## src/rtl/core/lmts_pkg.sv

```systemverilog
// Shared types and constants for the LED matrix text scroller.
// Holds command and register codes plus the controller/datapath interface structs.
// No dependencies.
package lmts_pkg;

    // Sizes of the stores and the frame.
    localparam int MAX_CHARS   = 32;
    localparam int FRAME_ROWS  = 16;
    localparam int GLYPH_COUNT = 96;
    localparam int GLYPH_COLS  = 5;
    localparam int GLYPH_ROWS  = 7;
    localparam int FONT_DEPTH  = GLYPH_COUNT * GLYPH_COLS;

    localparam int MSG_AW    = $clog2(MAX_CHARS);
    localparam int FONT_AW   = $clog2(FONT_DEPTH);
    localparam int ROW_W     = $clog2(FRAME_ROWS);
    localparam int POS_W     = 10;
    localparam int LEN_W     = 6;
    localparam int TOTAL_W   = 9;
    localparam int CFG_IDX_W = 2;
    localparam int CFG_DAT_W = 6;

    // Input commands.
    localparam logic [1:0] CMD_TICK      = 2'd0;
    localparam logic [1:0] CMD_RESTART   = 2'd1;
    localparam logic [1:0] CMD_LOAD_MSG  = 2'd2;
    localparam logic [1:0] CMD_LOAD_FONT = 2'd3;

    // Configuration register indexes.
    localparam logic [CFG_IDX_W-1:0] CFG_SCROLL_VERTICAL = 2'd0;
    localparam logic [CFG_IDX_W-1:0] CFG_ROW_OFFSET      = 2'd1;
    localparam logic [CFG_IDX_W-1:0] CFG_COLUMN_OFFSET   = 2'd2;
    localparam logic [CFG_IDX_W-1:0] CFG_MESSAGE_LENGTH  = 2'd3;

    // Scroll positions that the block restarts from (-7 and -16).
    localparam logic [POS_W-1:0] POS_START_H = 10'h3F9;
    localparam logic [POS_W-1:0] POS_START_V = 10'h3F0;
    localparam logic [POS_W-1:0] POS_LEAD_H  = 10'd8;
    localparam logic [POS_W-1:0] POS_LEAD_V  = 10'd16;

    // Character code limits.
    localparam logic [7:0] CHAR_FIRST   = 8'd32;
    localparam logic [7:0] CHAR_LAST    = 8'd127;
    localparam logic [7:0] CHAR_LOWER_A = 8'd97;
    localparam logic [7:0] CHAR_LOWER_Z = 8'd122;
    localparam logic [7:0] CASE_FOLD    = 8'd32;

    // floor(u * 171 / 1024) equals floor(u / 6) for every u below 256.
    localparam logic [7:0] DIV6_RECIP = 8'd171;
    localparam int         DIV6_SHIFT = 10;

    localparam logic [2:0] H_SPACER = 3'd5;
    localparam logic [2:0] V_SPACER = 3'd7;

    typedef struct packed {
        logic write_msg;
        logic write_font;
        logic start_render;
        logic issue_slot;
        logic advance;
        logic restart;
        logic emit_row;
    } lmts_cmd_t;

    typedef struct packed {
        logic last_slot;
        logic pipe_busy;
        logic out_free;
        logic last_emit;
    } lmts_status_t;

endpackage

```

## src/rtl/core/lmts_ctrl.sv

```systemverilog
// Controller state machine of the LED matrix text scroller.
// Sequences input acceptance, rendering, position update and frame emission.
// Depends on lmts_pkg.
module lmts_ctrl
    import lmts_pkg::*;
(
    input  logic         clk,
    input  logic         rst_n,
    input  logic         in_valid,
    output logic         in_stall,
    input  logic [1:0]   command,
    input  lmts_status_t status,
    output lmts_cmd_t    cmd
);

    localparam logic [1:0] ST_IDLE   = 2'd0;
    localparam logic [1:0] ST_RENDER = 2'd1;
    localparam logic [1:0] ST_DRAIN  = 2'd2;
    localparam logic [1:0] ST_EMIT   = 2'd3;

    logic [1:0] state_reg;
    logic [1:0] state_next;

    always_comb
    begin
        state_next = state_reg;
        cmd        = '0;
        case (state_reg)
            ST_IDLE:
            begin
                if (in_valid)
                begin
                    case (command)
                        CMD_TICK:
                        begin
                            cmd.start_render = 1'b1;
                            state_next       = ST_RENDER;
                        end
                        CMD_RESTART:
                        begin
                            cmd.restart = 1'b1;
                            state_next  = ST_EMIT;
                        end
                        CMD_LOAD_MSG:  cmd.write_msg  = 1'b1;
                        CMD_LOAD_FONT: cmd.write_font = 1'b1;
                        default:       cmd.write_font = 1'b1;
                    endcase
                end
            end
            ST_RENDER:
            begin
                cmd.issue_slot = 1'b1;
                if (status.last_slot)
                begin
                    state_next = ST_DRAIN;
                end
            end
            ST_DRAIN:
            begin
                // The position may move only after the last frame write lands.
                if (!status.pipe_busy)
                begin
                    cmd.advance = 1'b1;
                    state_next  = ST_EMIT;
                end
            end
            ST_EMIT:
            begin
                if (status.out_free)
                begin
                    cmd.emit_row = 1'b1;
                    if (status.last_emit)
                    begin
                        state_next = ST_IDLE;
                    end
                end
            end
            default: state_next = ST_IDLE;
        endcase
    end

    always_ff @(posedge clk or negedge rst_n)
    begin
        if (!rst_n)
        begin
            state_reg <= ST_IDLE;
        end
        else
        begin
            state_reg <= state_next;
        end
    end

    assign in_stall = (state_reg != ST_IDLE);

endmodule

```

## config.mk

```make
export PLATFORM = sky130hd
export DESIGN_NAME = lmts_ctrl
export DESIGN_NICKNAME = d
export VERILOG_FILES = /design/src/rtl/core/lmts_pkg.sv /design/src/rtl/core/lmts_ctrl.sv
export SDC_FILE = /design/constraint.sdc
export NUM_CORES = 1
export LEC_CHECK = 0
export BUFFER_PORTS_ARGS = -buffer_cell sky130_fd_sc_hd__clkbuf_2
export CORE_AREA = 2 2 39 41
export CTS_CLUSTER_SIZE = 14
export DETAILED_ROUTE_END_ITERATION = 8
export DIE_AREA = 0 0 41 43
export MAX_ROUTING_LAYER = met4
export PLACE_DENSITY = 0.44
export SKIP_CTS_REPAIR_TIMING = 1
export SYNTH_ARGS = -nofsm -noshare
export SYNTH_HDL_FRONTEND = slang
export SYNTH_SLANG_ARGS = --single-unit
export TNS_END_PERCENT = 100
```

## constraint.sdc

```tcl
create_clock -name clk -period 1.5 [get_ports clk]
set_clock_uncertainty 0.1 [all_clocks]
set_input_delay 0.375 -clock clk [delete_from_list [all_inputs] [get_ports clk]]
set_output_delay 0.375 -clock clk [all_outputs]
set_load 0.03 [all_outputs]
```

== Yosys cells after proc, flatten, opt, wreduce, memory -nomap -nowiden ==
Index checks and enable logic that the tools add are counted.

* Flip-flop bits (word level): 2
* Bits in latches: 0
* Memory bits (writable): 0
* Bits in read-only memories: 0
* Input bits: 9
* Output and inout port bits: 8
* Memories kept: 0

* $add $sub $neg: 0
* $mul: 0
* Div/mod/pow operators: 0
* Magnitude comparators: 0
* Equality and inequality tests: 12
* Shift-type cells: 0
* Muxes and demuxes: 20
* Bitwise logic cells: 0
* Reductions and logical operators: 4

{| class="wikitable"
|+ Operators by type and width
! operator !! count
|-
| $mux 1 || 11
|-
| $mux 2 || 5
|-
| $ne 2x2->1 const B || 5
|-
| $eq 2x2->1 const B || 4
|-
| $pmux 2 s4 || 1
|-
| $mux 3 || 2
|-
| $reduce_and 6->1 || 1
|-
| $eq 2x1->1 const B || 2
|-
| $logic_not 2->1 || 2
|-
| $pmux 2 s2 || 1
|-
| $ne 3x1->1 const B || 1
|-
| $reduce_bool 2->1 || 1
|}

== Logic depth before layout (Yosys ltp) ==
* Word-level depth: 4
* Mapped depth: 5
* Mapped depth without buffers: 5

== Worst setup path after synthesis ==
OpenSTA, ideal clock, no wires.

* Path kind: flip-flop to output port
* Start: register state_reg[0]
* End: output port cmd[6] in the netlist's numbering
* Data arrival time: 1.544 ns
* Required time: 1.025 ns
* Setup slack: -0.519 ns
* Stages on the path, launching flop included: 5
* Path through: dfrtp_1 -> inv_1 -> ha_1 -> nand2_1 -> nor3b_1

{| class="wikitable"
|+ RTL lines
! what !! line !! text
|-
| start, declared || lmts_ctrl.sv:21 || <nowiki>logic [1:0] state_reg;</nowiki>
|-
| start signal, assigned || lmts_ctrl.sv:90 || <nowiki>state_reg <= state_next;</nowiki>
|-
| end, declared || lmts_ctrl.sv:13 || <nowiki>output lmts_cmd_t cmd</nowiki>
|}

==> flow_metrics.tcl <==
set metrics [dict create \
    routed_via_density 4.13 \
    synth_top_area_frac 0.239 \
    design_area_um2 574 \
    grt.total_usage 0.105 \
    synth-edff-count 0 \
    outcome "finished, violations left" \
    whs_ps 375 \
    routedWlPerCell_um 10.7 \
    portBuffers 16 \
    r2r-start "state_reg[1]" \
    start_kind "flop" \
    crit_fanout 3 \
    cts_buffer_depth 2 \
    final.period_utilization 1.19 \
    reg2reg_depth 5 \
    die_h_um 43 \
    yosysMostFrequentCell "ha_1" \
    dp_hpwl_um 574 \
    synth_compound_area_frac 0.0861 \
    powerDensity_nw_per_um2 1890 \
    grt_pass1_vias 287 \
    grt_use_met3 0.0471 \
    setup_slack_ps -279 \
    yosys.area_share.simple 0.325 \
    final_core_util 0.415 \
    start_util 0.189 \
    std_cell_rows 14 \
    synth_mux_area_frac 0.115 \
    cts_made_buffers 3 \
    placed_cell_area_um2 455 \
    first_pass_iters 1 \
    rr_endpoint "state_reg[0]" \
    grt_use_met1 0.0868 \
    drv_cap 0 \
    root_buffer "clkbuf_4" \
    synth_top_family_by_area "simple AND/OR/NAND/NOR gates" \
    yosys.area.top_type "ha_1" \
    layout-drive-gt1-share 0.759 \
    grt_pass1_wl_mm 1.15 \
    core_area_um2 1380 \
    worst_slew_pin_slew_ps 344 \
    synth-main-ff-cell "dfrtp_1" \
    clk_latency_ps 220 \
    gr-total-overflow 0 \
    synthTopCellsByCount "5 x ha_1, 3 x inv_1, 3 x mux2i_1" \
    ys_ff_latch 2 \
    antenna_found_initial 0 \
    p_seq_frac 0.105 \
    yosysWarnings 0 \
    synth_fa_ha_area_frac 0.239 \
    drcViolationCount 0 \
    synth_area_um2 262 \
    yosysUniqueCellTypes 15 \
    rrSetupSlack_ps -180 \
    die-area_um2 1760 \
    drt-initial-drc-count 0 \
    syn_inst 27 \
    finalNetCount 70 \
    diodes 0 \
    placed_cells 62 \
    cts.sinks 2 \
    synth_area_leaders "ha_1 24%, dfrtp_1 19%, mux2i_1 11%" \
    grt.busiest_layer "met2" \
    cts_tree "built" \
    die_x_um 41 \
    ant_nets 0 \
    cp-startpoint "state_reg[0]" \
    grt_max_degree 7 \
    routed_wl_um 748 \
    slew_viol_final 0 \
    grt_use_met2 0.169 \
    switching_share 0.433 \
    synth_xor_xnor_area_share 0 \
    finalHoldViolCount 0 \
    setup_viol 10 \
    crit_end "cmd[6]" \
    slew_headroom 0.769 \
    critical_path_arrival_ps 1300 \
    place.gp.congestion 0.684 \
    cts_htree_levels 1 \
    ys_async_sr_fraction 1.00 \
    min_period_ps 1780 \
    critPathKind "reg -> out" \
    rsz0062_at_grt "yes" \
    fin_cells 70 \
    vias 289 \
    pwr-share-clk 0.108 \
    intPower_uw 615 \
    p_comb_frac 0.787 \
    irDropWorstVdd_uv 839 \
    required_ps 1020 \
    violations "setup timing" \
    worst_hold_path_type "in -> async" \
    area_delta_synth_final_pct 120 \
    ys_seq_area_frac 0.191 \
    fmax_mhz 562 \
    p_sw_uw 471 \
    synth_area_per_cell_um2 9.69 \
    path_clk_slew_ps 30 \
    p_leak_nw 0.287 \
    largest_reg_flops 2 \
    boundaryPins 17 \
    crit_path_end_kind "output pin" \
    syn_nets 41 \
]
==> cell families after synthesis <==
logic type / Yosys count
multiplexers: 3
AND/OR/NAND/NOR: 12
buffers and inverters: 3
AO/OA/AOI/OAI: 2
adder cells (fa/ha/maj): 5
flip-flops: 2
==> stage by stage <==
stage | setup slack (ps) | TNS (ps) | power [mW]
4_1_cts | -370 | -2330 | 0.919
2_1_floorplan | -71.2 | -189 | 0.602
3_5_place_dp | -148 | -625 | 0.791
3_3_place_gp | -85.0 | -348 | 0.760
5_1_grt | -353 | -2520 | 1.18
6_report | -279 | -1880 | 1.09
==> worst min path at each step <==
stage | start | to | slack [ps] | cells after the start
6_report | rst_n | state_reg[1] | 370 | 2
5_1_grt | rst_n | state_reg[1] | 370 | 2
4_1_cts | rst_n | state_reg[1] | -180 | 1
3_5_place_dp | rst_n | state_reg[0] | 60 | 1
2_1_floorplan | rst_n | state_reg[0] | -20 | 0
3_3_place_gp | rst_n | state_reg[0] | 60 | 1
==> cell usage in the layout, fill, tap and decap left out <==
master         instances
a2111oi_4              1
and2_1                 1
inv_2                  3
and2b_2                1
nor3b_4                2
dlygate4sd3_1          1
nor3_4                 1
nand2b_4               1
buf_2                  1
a21boi_0               1
clkbuf_2               8
nor2b_1                1
nand2_4                1
and4_2                 1
buf_4                  7
buf_6                  7
clkbuf_4               3
ha_4                   2
ha_1                   3
and2_4                 1
mux2i_1                3
dfrtp_1                2
nor2_1                 1
nor2b_2                1
==> critical path, stage by stage, from the launching register on <==
cell and delay [ps]:
dfrtp_1 400, inv_2 110, ha_4 160, nand2_4 80, nor3b_4 180, buf_6 150
==> power groups by stage <==
stage          registers, mW  clock network, mW  logic [mW]
2_1_floorplan          0.109                  0       0.493
3_3_place_gp           0.112                  0       0.648
3_5_place_dp           0.116                  0       0.676
4_1_cts                0.115              0.126       0.679
5_1_grt                0.116              0.134       0.929
6_report               0.114              0.117       0.855
==> layout make-up <==
| cell class | count | area (um2) |
|---|---|---|
| Fill cell | 134 | 810 |
| Tap cell | 16 | 20.0 |
| Inverter | 3 | 11.3 |
| Sequential cell | 2 | 50.0 |
| Timing Repair Buffer | 24 | 186 |
| Clock buffer | 3 | 22.5 |
| Multi-Input combinational cell | 22 | 284 |
==> layer usage <==
layer | part of all wire | wire (um)
met3 | 0.041 | 31
met5 | 0 | 0
met1 | 0.35 | 259
met2 | 0.61 | 456
met4 | 0 | 0
Note: power is estimated with default switching activity, not from simulation.
